<file path="config.mk">
export PLATFORM = sky130hd
export DESIGN_NAME = crc16_frame_append_check_core_flat
export DESIGN_NICKNAME = d
export VERILOG_FILES = /design/src/rtl/crcfa_pkg.sv /design/src/rtl/crcfa_if.sv /design/src/rtl/crcfa_front.sv /design/src/rtl/crcfa_fifo.sv /design/src/rtl/crcfa_back.sv /design/src/rtl/crc16_frame_append_check_core.sv /design/src/flat_wrapper.sv
export SDC_FILE = /design/constraint.sdc
export NUM_CORES = 1
export LEC_CHECK = 0
export ABC_AREA = 1
export BUFFER_PORTS_ARGS = -buffer_cell sky130_fd_sc_hd__buf_2
export CORE_UTILIZATION = 50
export CTS_BUF_LIST = sky130_fd_sc_hd__clkbuf_8
export CTS_CLUSTER_DIAMETER = 200
export DETAILED_ROUTE_END_ITERATION = 16
export GPL_TIMING_DRIVEN = 0
export PLACE_DENSITY = 0.72
export SLEW_MARGIN = 15
export SYNTH_ARGS = -nofsm -noshare
export SYNTH_HDL_FRONTEND = slang
export SYNTH_SLANG_ARGS = --single-unit
</file>
<file path="constraint.sdc">
create_clock -name clk -period 8 [get_ports clk]
set_input_delay 1.6 -clock clk [delete_from_list [all_inputs] [get_ports clk]]
set_output_delay 1.6 -clock clk [all_outputs]
set_load 0.005 [all_outputs]
</file>
<file path="src/rtl/crcfa_pkg.sv">
// CRC-16/MODBUS frame engine: shared types, constants and CRC functions.
// Used by every module of the block; no dependencies.
package crcfa_pkg;

	localparam int CFG_IDX_W   = 1;
	localparam int CFG_DATA_W  = 1;
	localparam int FIFO_DEPTH  = 4;

	localparam logic [CFG_IDX_W-1:0] CFG_CHECK_MODE = 1'd0;
	localparam logic [CFG_IDX_W-1:0] CFG_HIGH_FIRST = 1'd1;

	localparam logic [15:0] CRC_INIT = 16'hFFFF;

	localparam logic [15:0] NIB_TAB [16] = '{
		16'h0000, 16'hCC01, 16'hD801, 16'h1400,
		16'hF001, 16'h3C00, 16'h2800, 16'hE401,
		16'hA001, 16'h6C00, 16'h7800, 16'hB401,
		16'h5000, 16'h9C01, 16'h8801, 16'h4400
	};

	typedef enum logic [1:0] {
		K_DATA,
		K_LAST,
		K_CHECK
	} kind_t;

	typedef struct packed {
		kind_t       kind;
		logic [7:0]  data;
		logic [15:0] crc;
		logic        ok;
		logic        high_first;
	} entry_t;

	typedef enum logic [1:0] {
		PH_DATA,
		PH_CRC_A,
		PH_CRC_B
	} phase_t;

	function automatic logic [15:0] crc_nib(logic [15:0] c, logic [3:0] n);
		return {4'h0, c[15:4]} ^ NIB_TAB[c[3:0]] ^ NIB_TAB[n];
	endfunction

	function automatic logic [15:0] crc_byte(logic [15:0] c, logic [7:0] b);
		return crc_nib(crc_nib(c, b[3:0]), b[7:4]);
	endfunction

endpackage

</file>
<file path="src/rtl/crcfa_if.sv">
// Valid/ready channel interfaces for frame bytes in and results out.
// Depends on nothing.
interface crcfa_in_if;
	logic       valid;
	logic       ready;
	logic [7:0] data_byte;
	logic       frame_last;
	modport source (output valid, data_byte, frame_last, input ready);
	modport sink (input valid, data_byte, frame_last, output ready);
endinterface

interface crcfa_out_if;
	logic        valid;
	logic        ready;
	logic [7:0]  out_byte;
	logic        is_crc_byte;
	logic        frame_end;
	logic        crc_ok;
	logic [15:0] crc_value;
	modport source (output valid, out_byte, is_crc_byte, frame_end, crc_ok, crc_value,
		input ready);
	modport sink (input valid, out_byte, is_crc_byte, frame_end, crc_ok, crc_value,
		output ready);
endinterface

</file>
<file path="src/rtl/crcfa_front.sv">
// Front end: accepts frame bytes, runs the CRC and hold buffer, queues work entries.
// Depends on crcfa_pkg and crcfa_in_if.
module crcfa_front import crcfa_pkg::*; (
	input  logic       clk,
	input  logic       arst_n,
	crcfa_in_if.sink   din,
	input  logic       check_mode,
	input  logic       high_first,
	input  logic       full,
	output logic       push,
	output entry_t     push_entry
);

	logic [15:0] crc_q;
	logic [7:0]  held0_q, held1_q;
	logic [1:0]  held_cnt_q;

	logic        accept;
	logic [7:0]  upd_in;
	logic [15:0] crc_upd;
	logic [15:0] crc_c;
	logic [7:0]  h0_n, h1_n;
	logic [1:0]  cnt_n;
	logic        ok;

	assign din.ready = !full;
	assign accept    = din.valid && !full;
	assign upd_in    = check_mode ? held0_q : din.data_byte;
	assign crc_upd   = crc_byte(crc_q, upd_in);

	always_comb begin
		if (held_cnt_q >= 2'd2) begin
			crc_c = crc_upd;
			h0_n  = held1_q;
			h1_n  = din.data_byte;
			cnt_n = 2'd2;
		end else if (held_cnt_q == 2'd1) begin
			crc_c = crc_q;
			h0_n  = held0_q;
			h1_n  = din.data_byte;
			cnt_n = 2'd2;
		end else begin
			crc_c = crc_q;
			h0_n  = din.data_byte;
			h1_n  = held1_q;
			cnt_n = 2'd1;
		end
		if (high_first)
			ok = (cnt_n == 2'd2) && (h0_n == crc_c[15:8]) && (h1_n == crc_c[7:0]);
		else
			ok = (cnt_n == 2'd2) && (h0_n == crc_c[7:0]) && (h1_n == crc_c[15:8]);
	end

	always_comb begin
		push                  = accept && (!check_mode || din.frame_last);
		push_entry.data       = din.data_byte;
		push_entry.high_first = high_first;
		if (check_mode) begin
			push_entry.kind = K_CHECK;
			push_entry.crc  = crc_c;
			push_entry.ok   = ok;
		end else begin
			push_entry.kind = din.frame_last ? K_LAST : K_DATA;
			push_entry.crc  = crc_upd;
			push_entry.ok   = 1'b0;
		end
	end

	always_ff @(posedge clk or negedge arst_n) begin
		if (!arst_n) begin
			crc_q      <= CRC_INIT;
			held0_q    <= 8'h00;
			held1_q    <= 8'h00;
			held_cnt_q <= 2'd0;
		end else if (accept) begin
			if (din.frame_last) begin
				crc_q      <= CRC_INIT;
				held0_q    <= 8'h00;
				held1_q    <= 8'h00;
				held_cnt_q <= 2'd0;
			end else if (check_mode) begin
				crc_q      <= crc_c;
				held0_q    <= h0_n;
				held1_q    <= h1_n;
				held_cnt_q <= cnt_n;
			end else begin
				crc_q <= crc_upd;
			end
		end
	end

	assert property (@(posedge clk) disable iff (!arst_n) held_cnt_q <= 2'd2)
		else $error("hold count out of range");
	assert property (@(posedge clk) disable iff (!arst_n)
		accept && din.frame_last |=> crc_q == CRC_INIT && held_cnt_q == 2'd0)
		else $error("frame state not cleared after last byte");
	assert property (@(posedge clk) disable iff (!arst_n)
		held_cnt_q == 2'd0 |-> held0_q == 8'h00 && held1_q == 8'h00)
		else $error("hold buffer not clear while empty");

endmodule

</file>
<file path="src/rtl/crcfa_fifo.sv">
// Small register queue of work entries between front and back end.
// Depends on crcfa_pkg.
module crcfa_fifo import crcfa_pkg::*; #(
	parameter int DEPTH = FIFO_DEPTH
) (
	input  logic   clk,
	input  logic   arst_n,
	input  logic   push,
	input  entry_t push_entry,
	input  logic   pop,
	output logic   full,
	output logic   empty,
	output entry_t head
);

	localparam int AW = (DEPTH > 1) ? $clog2(DEPTH) : 1;
	localparam int CW = $clog2(DEPTH + 1);
	localparam logic [AW-1:0] LAST_PTR = AW'(DEPTH - 1);
	localparam logic [CW-1:0] DEPTH_C  = CW'(DEPTH);

	entry_t        mem_q [DEPTH];
	logic [AW-1:0] wptr_q, rptr_q;
	logic [CW-1:0] count_q;
	logic          do_push, do_pop;

	assign full    = (count_q == DEPTH_C);
	assign empty   = (count_q == '0);
	assign head    = mem_q[rptr_q];
	assign do_push = push && !full;
	assign do_pop  = pop && !empty;

	always_ff @(posedge clk) begin
		if (do_push)
			mem_q[wptr_q] <= push_entry;
	end

	always_ff @(posedge clk or negedge arst_n) begin
		if (!arst_n) begin
			wptr_q  <= '0;
			rptr_q  <= '0;
			count_q <= '0;
		end else begin
			if (do_push)
				wptr_q <= (wptr_q == LAST_PTR) ? '0 : wptr_q + 1'b1;
			if (do_pop)
				rptr_q <= (rptr_q == LAST_PTR) ? '0 : rptr_q + 1'b1;
			if (do_push && !do_pop)
				count_q <= count_q + 1'b1;
			else if (do_pop && !do_push)
				count_q <= count_q - 1'b1;
		end
	end

	assert property (@(posedge clk) disable iff (!arst_n) count_q <= DEPTH_C)
		else $error("queue count overflow");
	assert property (@(posedge clk) disable iff (!arst_n)
		do_push && !do_pop |=> count_q == $past(count_q) + 1'b1)
		else $error("queue count did not track push");

endmodule

</file>
<file path="src/rtl/crcfa_back.sv">
// Back end: expands queued entries into result beats behind an output register.
// Depends on crcfa_pkg and crcfa_out_if.
module crcfa_back import crcfa_pkg::*; (
	input  logic        clk,
	input  logic        arst_n,
	input  logic        empty,
	input  entry_t      head,
	output logic        pop,
	crcfa_out_if.source dout
);

	phase_t      ph_q, ph_n;
	logic        vld_q;
	logic [7:0]  byte_q;
	logic        isc_q, fe_q, ok_q;
	logic [15:0] crc_q;

	logic        load;
	logic [7:0]  byte_n;
	logic        isc_n, fe_n, ok_n;
	logic [7:0]  first_crc, second_crc;

	assign load       = !empty && (!vld_q || dout.ready);
	assign first_crc  = head.high_first ? head.crc[15:8] : head.crc[7:0];
	assign second_crc = head.high_first ? head.crc[7:0] : head.crc[15:8];

	always_comb begin
		ph_n = ph_q;
		pop  = 1'b0;
		if (load) begin
			if (head.kind == K_LAST) begin
				unique case (ph_q)
					PH_DATA:  ph_n = PH_CRC_A;
					PH_CRC_A: ph_n = PH_CRC_B;
					default: begin
						ph_n = PH_DATA;
						pop  = 1'b1;
					end
				endcase
			end else begin
				pop = 1'b1;
			end
		end
	end

	always_comb begin
		byte_n = head.data;
		isc_n  = 1'b0;
		fe_n   = 1'b0;
		ok_n   = 1'b0;
		unique case (head.kind)
			K_CHECK: begin
				byte_n = 8'h00;
				fe_n   = 1'b1;
				ok_n   = head.ok;
			end
			K_LAST: begin
				unique case (ph_q)
					PH_DATA: ;
					PH_CRC_A: begin
						byte_n = first_crc;
						isc_n  = 1'b1;
					end
					default: begin
						byte_n = second_crc;
						isc_n  = 1'b1;
						fe_n   = 1'b1;
					end
				endcase
			end
			default: ;
		endcase
	end

	always_ff @(posedge clk or negedge arst_n) begin
		if (!arst_n) begin
			ph_q  <= PH_DATA;
			vld_q <= 1'b0;
		end else begin
			ph_q <= ph_n;
			if (load)
				vld_q <= 1'b1;
			else if (dout.ready)
				vld_q <= 1'b0;
		end
	end

	always_ff @(posedge clk) begin
		if (load) begin
			byte_q <= byte_n;
			isc_q  <= isc_n;
			fe_q   <= fe_n;
			ok_q   <= ok_n;
			crc_q  <= head.crc;
		end
	end

	assign dout.valid       = vld_q;
	assign dout.out_byte    = byte_q;
	assign dout.is_crc_byte = isc_q;
	assign dout.frame_end   = fe_q;
	assign dout.crc_ok      = ok_q;
	assign dout.crc_value   = crc_q;

	assert property (@(posedge clk) disable iff (!arst_n)
		ph_q != PH_DATA |-> !empty && head.kind == K_LAST)
		else $error("CRC phase without an append entry at the head");
	assert property (@(posedge clk) disable iff (!arst_n)
		vld_q && dout.ready && isc_q && !fe_q |=> vld_q && isc_q && fe_q)
		else $error("second CRC byte did not follow the first");
	assert property (@(posedge clk) disable iff (!arst_n)
		vld_q && isc_q |-> !ok_q)
		else $error("pass flag set on an appended CRC byte");

endmodule

</file>
<file path="src/rtl/crc16_frame_append_check_core.sv">
// CRC-16/MODBUS append/check frame engine, top level.
// A result beat passes through the work queue and the output register after its byte is accepted.
// Throughput: one byte per cycle while the queue is not full; an append-mode last byte holds the output stage for three
// beats, so back-to-back one-byte append frames fill the queue and stall the input.
// Reset (arst_n low, asynchronous): append mode, low byte first, CRC 0xFFFF, queue empty.
// Depends on crcfa_pkg, crcfa_if, crcfa_front, crcfa_fifo, crcfa_back.
module crc16_frame_append_check_core import crcfa_pkg::*; #(
	parameter int DEPTH = FIFO_DEPTH
) (
	input  logic                  clk,
	input  logic                  arst_n,
	input  logic                  cfg_we,
	input  logic [CFG_IDX_W-1:0]  cfg_index,
	input  logic [CFG_DATA_W-1:0] cfg_data,
	crcfa_in_if.sink              din,
	crcfa_out_if.source           dout
);

	logic   check_mode_q, high_first_q;
	logic   full, empty, push, pop;
	entry_t push_entry, head;

	always_ff @(posedge clk or negedge arst_n) begin
		if (!arst_n) begin
			check_mode_q <= 1'b0;
			high_first_q <= 1'b0;
		end else if (cfg_we) begin
			unique case (cfg_index)
				CFG_CHECK_MODE: check_mode_q <= cfg_data[0];
				CFG_HIGH_FIRST: high_first_q <= cfg_data[0];
				default: ;
			endcase
		end
	end

	crcfa_front u_front (
		.clk        (clk),
		.arst_n     (arst_n),
		.din        (din),
		.check_mode (check_mode_q),
		.high_first (high_first_q),
		.full       (full),
		.push       (push),
		.push_entry (push_entry)
	);

	crcfa_fifo #(.DEPTH(DEPTH)) u_fifo (
		.clk        (clk),
		.arst_n     (arst_n),
		.push       (push),
		.push_entry (push_entry),
		.pop        (pop),
		.full       (full),
		.empty      (empty),
		.head       (head)
	);

	crcfa_back u_back (
		.clk    (clk),
		.arst_n (arst_n),
		.empty  (empty),
		.head   (head),
		.pop    (pop),
		.dout   (dout)
	);

endmodule

</file>
<file path="src/flat_wrapper.sv">
// flat-port wrapper written by rule: the top's interface ports become plain ports
module crc16_frame_append_check_core_flat import crcfa_pkg::*;
#(
	parameter int DEPTH = FIFO_DEPTH
)
  (clk, arst_n, cfg_we, cfg_index, cfg_data, din_valid, din_data_byte, din_frame_last, din_ready, dout_valid, dout_out_byte, dout_is_crc_byte, dout_frame_end, dout_crc_ok, dout_crc_value, dout_ready);
  crcfa_in_if din_i ();
  crcfa_out_if dout_i ();
  input  logic clk;
  input  logic arst_n;
  input  logic cfg_we;
  input  logic [CFG_IDX_W-1:0] cfg_index;
  input  logic [CFG_DATA_W-1:0] cfg_data;
  input wire logic [$bits(din_i.valid)-1:0] din_valid;
  input wire logic [$bits(din_i.data_byte)-1:0] din_data_byte;
  input wire logic [$bits(din_i.frame_last)-1:0] din_frame_last;
  output wire logic [$bits(din_i.ready)-1:0] din_ready;
  output wire logic [$bits(dout_i.valid)-1:0] dout_valid;
  output wire logic [$bits(dout_i.out_byte)-1:0] dout_out_byte;
  output wire logic [$bits(dout_i.is_crc_byte)-1:0] dout_is_crc_byte;
  output wire logic [$bits(dout_i.frame_end)-1:0] dout_frame_end;
  output wire logic [$bits(dout_i.crc_ok)-1:0] dout_crc_ok;
  output wire logic [$bits(dout_i.crc_value)-1:0] dout_crc_value;
  input wire logic [$bits(dout_i.ready)-1:0] dout_ready;
  assign din_i.valid = din_valid;
  assign din_i.data_byte = din_data_byte;
  assign din_i.frame_last = din_frame_last;
  assign din_ready = din_i.ready;
  assign dout_valid = dout_i.valid;
  assign dout_out_byte = dout_i.out_byte;
  assign dout_is_crc_byte = dout_i.is_crc_byte;
  assign dout_frame_end = dout_i.frame_end;
  assign dout_crc_ok = dout_i.crc_ok;
  assign dout_crc_value = dout_i.crc_value;
  assign dout_i.ready = dout_ready;
  crc16_frame_append_check_core #(.DEPTH(DEPTH)) u_core (.clk(clk), .arst_n(arst_n), .cfg_we(cfg_we), .cfg_index(cfg_index), .cfg_data(cfg_data), .din(din_i), .dout(dout_i));
endmodule
</file>
==> results_dict.tcl, run 1 <==
set metrics [dict create \
    status "finished clean" \
    critPathArrivalTime_ns 4.23 \
    finalHoldViolations 0 \
    syn_avg_cell_area_um2 8.86 \
    fmax_mhz 257 \
    post_cts_resized 0 \
    p_leak_nw 4.63 \
    clockBufferDepth 2 \
    syn_to_final_growth_pct 11.4 \
    viasPerCell 5.62 \
    cp_cell_sequence "clkbuf_1 -> inv_1 -> buf_2 -> buf_2 -> buf_1 -> a21oi_1 -> a32oi_1 -> inv_1 -> ha_1 -> a21oi_1 -> inv_1 -> ha_1 -> inv_1 -> fa_1 -> nor2_1 -> a21oi_1" \
    holdCritPathClass "register to register" \
    end_kind "register" \
    rsz0062_at_grt "false" \
    path_clk_slew_ns 0.10 \
    drt-initial-drc-count 638 \
    grt_pass1_wl_um 40600 \
    ios 45 \
    slew_headroom_pct 35.1 \
    period_share_pct 48.6 \
    vias 8029 \
    crit_path_start_kind "register" \
    worst-path-max-fanout 10 \
    wl_um 26100 \
    antenna_found_initial 0 \
    final_common_cell "nand2_1" \
    worstMarginPinSlew_ns 0.963 \
    die_area_um2 19800 \
    vdd_ir_drop_max_uv 214 \
    ys.flop_type "edfxtp_1" \
    rows 50 \
    grt_pass1_vias 7493 \
    dieWidth_um 141 \
    initial_core_util_pct 51.2 \
    drtAntennaViolNets 0 \
    yosys_warnings 0 \
    drt_pass1_iterations 6 \
    skew_ns 0.0187 \
    portBuffers 44 \
    clockRootBuffer "clkbuf_8" \
    core-area_um2 18800 \
    wl_per_cell_um 18.3 \
    holdBufCountCts 0 \
    drc 0 \
    cts_tree "built" \
    path_common_cell "inv_1" \
    syn-num-nets 1113 \
    ys_ff_latch 185 \
    synth.cell_area_um2 9640 \
    cts.sinks 185 \
    drv_cap 0 \
    cpMaxStageDelayCell "buf_1" \
    track_usage_pct 27.7 \
    htree_levels 4 \
    numCtsBuffers 17 \
    fin_util_pct 57.0 \
    most-common-layout-cells "nand2_1 (357), edfxtp_1 (139), inv_1 (110), nand3_1 (80), o21ai_0 (58)" \
    dp_hpwl_um 19200 \
    power_density_nw_per_um2 420 \
    post-cts-setup-buffers 0 \
    final_area_um2 10700 \
    clk_latency_ns 0.46 \
    placed_cell_area_um2 10300 \
    place.gp.congestion 1.03 \
    grt_max_degree 47 \
    setup_violations 0 \
    antenna_cells 0 \
    synth_cells 1088 \
    dieHeight_um 141 \
    min_period_ns 3.89 \
    worstPathRequired_ns 8.35 \
    synth_edf_count 139 \
    max_stage_delay_ns 0.47 \
    seq_area_frac_synth_pct 55.4 \
    slew_violations 0 \
    grt_overflow 0 \
    setup_tns_ns 0 \
    drive_gt1_share_pct 14.2 \
    fin_nets 1181 \
    ys_async_sr_fraction_pct 24.9 \
    crit_type "register to register" \
    ys_types 44 \
]
==> stage by stage <==
step                      power [mW]  hold slack (ns)  std cells  setup slack [ns]
after floorplan                 3.13            0.475       1088              3.43
after global placement          3.80            0.515       1392              2.58
after detailed placement        3.87            0.523       1397              4.02
after CTS                       4.47            0.542       1429              4.11
after global routing            4.82            0.576       1429              3.70
final                           4.51            0.535       1429              4.11
==> logic make-up after synthesis <==
kind of cell,count (synthesis),synth area share [%]
AO/OA/AOI/OAI,190,11.9
XOR/XNOR,9,0.960
adder cells (fa/ha/maj),9,1.25
buffers and inverters,161,7.19
flip-flops,185,55.4
AND/OR/NAND/NOR,534,23.2
==> where the power goes <==
part / internal (mW) / leakage (nW) / switching (mW) / total [mW]
registers: 1.43 / 1.83 / 0.117 / 1.55
clock network: 0.234 / 0.195 / 0.374 / 0.608
logic: 0.725 / 2.60 / 1.62 / 2.35
total: 2.39 / 4.63 / 2.11 / 4.51
==> final timing paths <==
| check | from | endpoint | slack, ns | depth (start not counted) |
|---|---|---|---|---|
| max | u_core.u_fifo.rptr_q[1]$_DFFE_PN0P_ | u_core.u_fifo.count_q[1]$_DFFE_PN0P_ | 4.11 | 16 |
| max in group asynchronous | arst_n | u_core.u_front.held1_q[3]$_DFFE_PN0P_ | 6.39 | 1 |
| min reg2reg | u_core.u_fifo.count_q[0]$_DFFE_PN0P_ | u_core.u_fifo.count_q[0]$_DFFE_PN0P_ | 0.54 | 1 |
| min | u_core.u_fifo.count_q[0]$_DFFE_PN0P_ | u_core.u_fifo.count_q[0]$_DFFE_PN0P_ | 0.54 | 1 |
| min in group asynchronous | arst_n | u_core.u_back.ph_q[1]$_DFFE_PN0P_ | 1.18 | 1 |
| max reg2reg | u_core.u_fifo.rptr_q[1]$_DFFE_PN0P_ | u_core.u_fifo.count_q[1]$_DFFE_PN0P_ | 4.11 | 16 |
==> sequential cells by signal (all words and copies together) (netlist names), 3 cells and up <==
register                      cells
u_core.u_fifo.mem_q             112
u_core.u_back.dout.out_byte       8
u_core.u_front.held0_q            8
u_core.u_back.dout.crc_value     16
u_core.u_front.crc_q             16
u_core.u_front.held1_q            8
u_core.u_fifo.count_q             3
==> cells in the mapped netlist, types with 3 or more instances <==
cell type  number  area share (%)
nand3_1        80             4.2
o21ai_1         5            0.26
clkbuf_1       19            0.74
inv_1         109             4.2
a21oi_1        45             2.3
o21ai_0        58             3.0
dfstp_2        16             4.4
buf_2           9            0.47
o211ai_1       14             1.1
buf_1           3            0.12
nand2_2        21             1.4
nand2_1       357              14
inv_2           7            0.27
a32o_1          7            0.73
a32oi_1        11             1.0
nand3_2         7            0.73
ha_1            8             1.0
nor2_1         61             2.4
edfxtp_1      139              43
buf_4           6            0.47
o22ai_1        31             2.0
a31oi_1        10            0.65
xnor2_1         4            0.36
nand2_4         3            0.35
dfrtp_1        30             7.8
xor2_1          4            0.36
==> critical path, delay by kind of cell, from the launching register on <==
kind / cells / cell delay, ns
AOI/OAI and AO/OA: 4 / 0.68
adders and majority gates: 3 / 0.83
buffers and inverters: 8 / 1.74
DFF: 1 / 0.39
and+or+nand+nor: 1 / 0.11
==> area by class of cell <==
type / count / area [µm²]
Clock buffer: 17 / 234
Fill cell: 1659 / 8090
Sequential cell: 185 / 5350
Timing Repair Buffer: 49 / 338
Buffer: 43 / 245
Multi-Input combinational cell: 742 / 3650
Inverter: 118 / 448
Clock inverter: 15 / 154
Tap cell: 260 / 325
==> per-layer routing <==
layer  GRT usage (%)  vias to the layer above  part of all wire [%]
met5               0                        -                     0
met4            14.1                        0                   4.5
met3            3.91                       79                   6.3
met2            46.5                      340                    47
met1            35.1                     3804                    42
li1                -                     3806                     -
No activity file was read; power rests on OpenSTA's default activity.
==> inputs of run 2 (changes only) <==
Clock period 8 ns to 3.65 ns, I/O delays scaled along.
==> results_dict.tcl, run 2 (same netlist as run 1, synthesis figures left out) <==
set metrics [dict create \
    status "finished clean" \
    grtUsageMet2_pct 46.8 \
    grt_pass1_vias 7357 \
    dieWidth_um 141 \
    grt_max_degree 47 \
    register_area_um2 5350 \
    slew_headroom_pct 28.3 \
    finalHoldViolations 0 \
    core-area_um2 18800 \
    dieHeight_um 141 \
    numCtsBuffers 17 \
    largest_reg_flops 112 \
    track_usage_pct 27.2 \
    cts_tree "built" \
    clk_latency_ns 0.47 \
    worstMarginPinSlew_ns 1.06 \
    vias 7944 \
    post_cts_resized 0 \
    drt_pass1_iterations 6 \
    cpMaxStageDelayCell "fa_1" \
    wl_um 25900 \
    dp_cells 1396 \
    most-common-layout-cells "nand2_1 (357), edfxtp_1 (139), inv_1 (109), nand3_1 (80), o21ai_0 (58)" \
    grt_overflow 0 \
    htree_levels 4 \
    post-cts-setup-buffers 0 \
    final_common_cell "nand2_1" \
    top_register "u_core.u_fifo.mem_q" \
    busiest_layer "met2" \
    crit_type "register to register" \
    dp_hpwl_um 19300 \
    drtAntennaViolNets 0 \
    clockBufferDepth 2 \
    portBuffers 44 \
    grt_pass1_wl_um 40100 \
    setup_violations 0 \
    power_density_nw_per_um2 925 \
    period_share_pct 90.3 \
    worst-path-max-fanout 19 \
    initial_core_util_pct 51.2 \
    drc 0 \
    crit_path_start_kind "register" \
    slew_violations 0 \
    fin_nets 1177 \
    final_cells 1425 \
    path_clk_slew_ns 0.11 \
    antenna_cells 0 \
    fin_util_pct 57.1 \
    multi_input_area_um2 3650 \
    drt-initial-drc-count 801 \
    syn_to_final_growth_pct 11.5 \
    fill_cells 1660 \
    die_area_um2 19800 \
    antenna_found_initial 0 \
    path_common_cell "inv_1" \
    power_mw 9.95 \
    ios 45 \
    use_met1_pct 34.3 \
    worstPathRequired_ns 4.01 \
    end_kind "register" \
    place.gp.congestion 0.968 \
    wl_per_cell_um 18.2 \
    clockRootBuffer "clkbuf_8" \
    p_leak_nw 4.64 \
    min_period_ns 3.30 \
    fmax_mhz 303 \
    viasPerCell 5.57 \
    drv_cap 0 \
    cts.sinks 185 \
    skew_ns 0.0148 \
    grt.met3_usage_pct 3.43 \
    holdCritPathClass "primary input to asynchronous set/reset pin" \
    vdd_ir_drop_max_uv 355 \
    max_stage_delay_ns 0.43 \
    holdBufCountCts 0 \
    rows 50 \
    drive_gt1_share_pct 14.4 \
    cp_cell_sequence "clkbuf_2 -> inv_1 -> buf_2 -> buf_4 -> a21oi_1 -> a32oi_1 -> ha_1 -> a21oi_2 -> inv_1 -> ha_1 -> inv_1 -> fa_1 -> a21oi_1 -> o21ai_0 -> xor2_1" \
    critPathArrivalTime_ns 3.65 \
]
-- run 2: critical path: cells and delay by family, from the launching register on --
kind,cells,cell delay [ns]
AO/OA/AOI/OAI,5,0.70
flip-flops,1,0.40
buffers and inverters,6,1.07
XOR/XNOR,1,0.16
adder cells (fa/ha/maj),3,0.85
-- run 2: area by class of cell --
cell class / instances / share of cell area [%]
repair buffers: 48 / 2.95
clock inverters: 15 / 1.81
multi-input cells: 742 / 34.0
well taps: 260 / 3.02
inverters: 118 / 4.16
clock buffers: 17 / 2.18
plain buffers: 40 / 2.21
flip-flops and latches: 185 / 49.7
-- run 2: worst paths after layout --
check	startpoint	to	slack (ns)	cells after the start
worst max register to register	u_core.u_fifo.rptr_q[1]$_DFFE_PN0P_	u_core.u_fifo.count_q[2]$_DFFE_PN0P_	0.35	15
max in group asynchronous	arst_n	u_core.u_fifo.wptr_q[0]$_DFFE_PN0P_	2.91	1
min in group clk	dout_ready	u_core.u_back.dout.valid$_DFFE_PN0P_	0.45	2
worst max-delay path	u_core.u_fifo.rptr_q[1]$_DFFE_PN0P_	u_core.u_fifo.count_q[2]$_DFFE_PN0P_	0.35	15
worst min register to register	u_core.u_fifo.count_q[0]$_DFFE_PN0P_	u_core.u_fifo.count_q[0]$_DFFE_PN0P_	0.54	1
worst min-delay path	arst_n	u_core.u_front.held1_q[7]$_DFFE_PN0P_	0.28	1
-- run 2: where the power goes --
part | switching, mW | internal, mW
combinational | 3.52 | 1.57
clock | 0.853 | 0.596
sequential | 0.267 | 3.14
total | 4.64 | 5.31
-- run 2: routing by layer --
layer | up-vias | part of all wire, %
met2 | 356 | 49
li1 | 3806 | -
met1 | 3717 | 41
met4 | 0 | 3.3
met3 | 65 | 6.2
met5 | - | 0
-- run 2: metrics by stage --
stage	setup slack [ns]	hold WS [ns]	TNS (ns)	instance area [µm²]
final	0.353	0.275	0	10800
after floorplan	0.559	0.434	0	9650
after global routing	-0.00235	0.312	-0.00235	10800
after CTS	0.0540	0.412	0	10800
after detailed placement	-0.215	0.521	-0.373	10300
after global placement	-0.625	0.522	-65.28	10200
==> inputs of run 3 (changes only) <==
Settings changed: CAP_MARGIN set to 0, PLACE_DENSITY 0.72 to 0.67, REMOVE_ABC_BUFFERS set to 1.
==> results_dict.tcl, run 3 (same netlist as run 1, synthesis figures left out) <==
set metrics [dict create \
    period_share_pct 91.7 \
    fmax_mhz 299 \
    end_kind "register" \
    dieHeight_um 141 \
    dp_hpwl_um 15900 \
    portBuffers 44 \
    ios 45 \
    status "finished clean" \
    slew_violations 0 \
    fin_util_pct 56.6 \
    worstPathRequired_ns 4.01 \
    critPathArrivalTime_ns 3.71 \
    p_leak_nw 4.54 \
    final_common_cell "nand2_1" \
    wl_um 23200 \
    drive_gt1_share_pct 14.6 \
    initial_core_util_pct 51.2 \
    place_ws_ns -0.472 \
    final_cells 1395 \
    drv_cap 0 \
    track_usage_pct 24.6 \
    antenna_found_initial 0 \
    place.gp.congestion 0.957 \
    syn_to_final_growth_pct 10.5 \
    path_clk_slew_ns 0.11 \
    rows 50 \
    fill_cells 1693 \
    setup_violations 0 \
    worst-path-max-fanout 48 \
    crit_type "register to register" \
    placed_cell_area_um2 10200 \
    power_mw 9.71 \
    clk_latency_ns 0.47 \
    min_period_ns 3.35 \
    top_register "u_core.u_fifo.mem_q" \
    numCtsBuffers 17 \
    dp_cells 1357 \
    vias 7650 \
    htree_levels 4 \
    core-area_um2 18800 \
    clockRootBuffer "clkbuf_8" \
    vdd_ir_drop_max_uv 540 \
    finalHoldViolations 0 \
    grt_pass1_vias 7018 \
    skew_ns 0.0155 \
    drt-initial-drc-count 609 \
    grt_overflow 0 \
    crit_path_start_kind "register" \
    setup_slack_ns 0.303 \
    die_area_um2 19800 \
    grt_pass1_wl_um 36800 \
    clockBufferDepth 2 \
    cts_tree "built" \
    cts.sinks 185 \
    grt_max_degree 49 \
    wl_per_cell_um 16.6 \
    rsz0062_at_grt "false" \
    drtAntennaViolNets 0 \
    slew_headroom_pct 40.3 \
    largest_reg_flops 112 \
    antenna_cells 0 \
    viasPerCell 5.48 \
    fin_nets 1147 \
    most-common-layout-cells "nand2_1 (356), edfxtp_1 (139), inv_1 (106), nand3_1 (80), o21ai_0 (58)" \
    holdCritPathClass "primary input to asynchronous set/reset pin" \
    worstMarginPinSlew_ns 0.886 \
    dieWidth_um 141 \
    drc 0 \
    drt_pass1_iterations 6 \
    power_density_nw_per_um2 911 \
    final_area_um2 10700 \
]
[run 3: cell count changes in the layout (fill, tap and decap cells not counted), moves of 3 or more]
cell / previous run / this run
buf_2: 51 / 43
clkbuf_1: 17 / 0
clkbuf_2: 3 / 0
clkinvlp_4: 0 / 4
dfrtp_1: 30 / 27
inv_1: 109 / 106
[run 3: path summary, 6_finish.rpt]
kind	startpoint	to	slack, ns	depth (start not counted)
setup / recovery	u_core.u_fifo.rptr_q[1]$_DFFE_PN0P_	u_core.u_fifo.count_q[2]$_DFFE_PN0P_	0.30	12
hold / removal	arst_n	u_core.u_back.dout.valid$_DFFE_PN0P_	0.26	1
setup reg to reg	u_core.u_fifo.rptr_q[1]$_DFFE_PN0P_	u_core.u_fifo.count_q[2]$_DFFE_PN0P_	0.30	12
hold reg to reg	u_core.u_front.held1_q[0]$_DFFE_PN0P_	u_core.u_front.held1_q[0]$_DFFE_PN0P_	0.53	2
max in group asynchronous	arst_n	u_core.u_front.held_cnt_q[1]$_DFFE_PN0P_	2.84	1
min in group clk	dout_ready	u_core.u_back.dout.valid$_DFFE_PN0P_	0.45	2
[run 3: repair_timing]
item                       CTS  global route
hold buffers                 0             0
gates resized for setup      2             5
setup endpoints to repair    4            11
gates cloned                 1             0
buffers inserted             0             5
[run 3: final cells by class]
cell class	count	area [µm²]	share of cell area (%)
clock buffer	17	234	2.20
timing repair inverter	1	5.00	0.0470
sequential	185	5350	50.2
multi-input combinational	742	3680	34.6
tap	260	325	3.05
inverter	118	452	4.24
clock inverter	15	179	1.68
timing repair buffer	57	427	4.00
[run 3: layer usage]
| layer | vias to the layer above | routed length, µm | GRT usage [%] | share of wire [%] |
|---|---|---|---|---|
| met5 | - | 0 | 0 | 0 |
| met4 | 0 | 458 | 9.27 | 2.0 |
| met3 | 37 | 1140 | 3.84 | 4.9 |
| met2 | 263 | 11000 | 41.0 | 47 |
| met1 | 3619 | 10600 | 32.6 | 46 |
| li1 | 3731 | - | - | - |
[run 3: where the power goes]
group | total (mW) | leakage, nW | internal [mW] | switching [mW]
sequential | 3.52 | 1.83 | 3.15 | 0.370
clock | 1.41 | 0.200 | 0.581 | 0.826
combinational | 4.79 | 2.52 | 1.54 | 3.24
[run 3: critical path, stage by stage, from the launching register on]
cell and delay (ns):
dfrtp_1 0.57, inv_2 0.71, a21oi_1 0.13, a32oi_2 0.29, ha_2 0.31, a21oi_2 0.11
inv_1 0.07, ha_1 0.13, inv_1 0.07, fa_1 0.43, a21oi_1 0.15, o21ai_0 0.11
xor2_1 0.15
[run 3: per-stage QoR]
step / hold slack (ns) / setup TNS, ns
finish: 0.261 / 0
global route: 0.279 / 0
CTS: 0.273 / 0
detailed placement: 0.496 / -1.89
global placement: 0.497 / -152.41
floorplan: 0.434 / -0.312
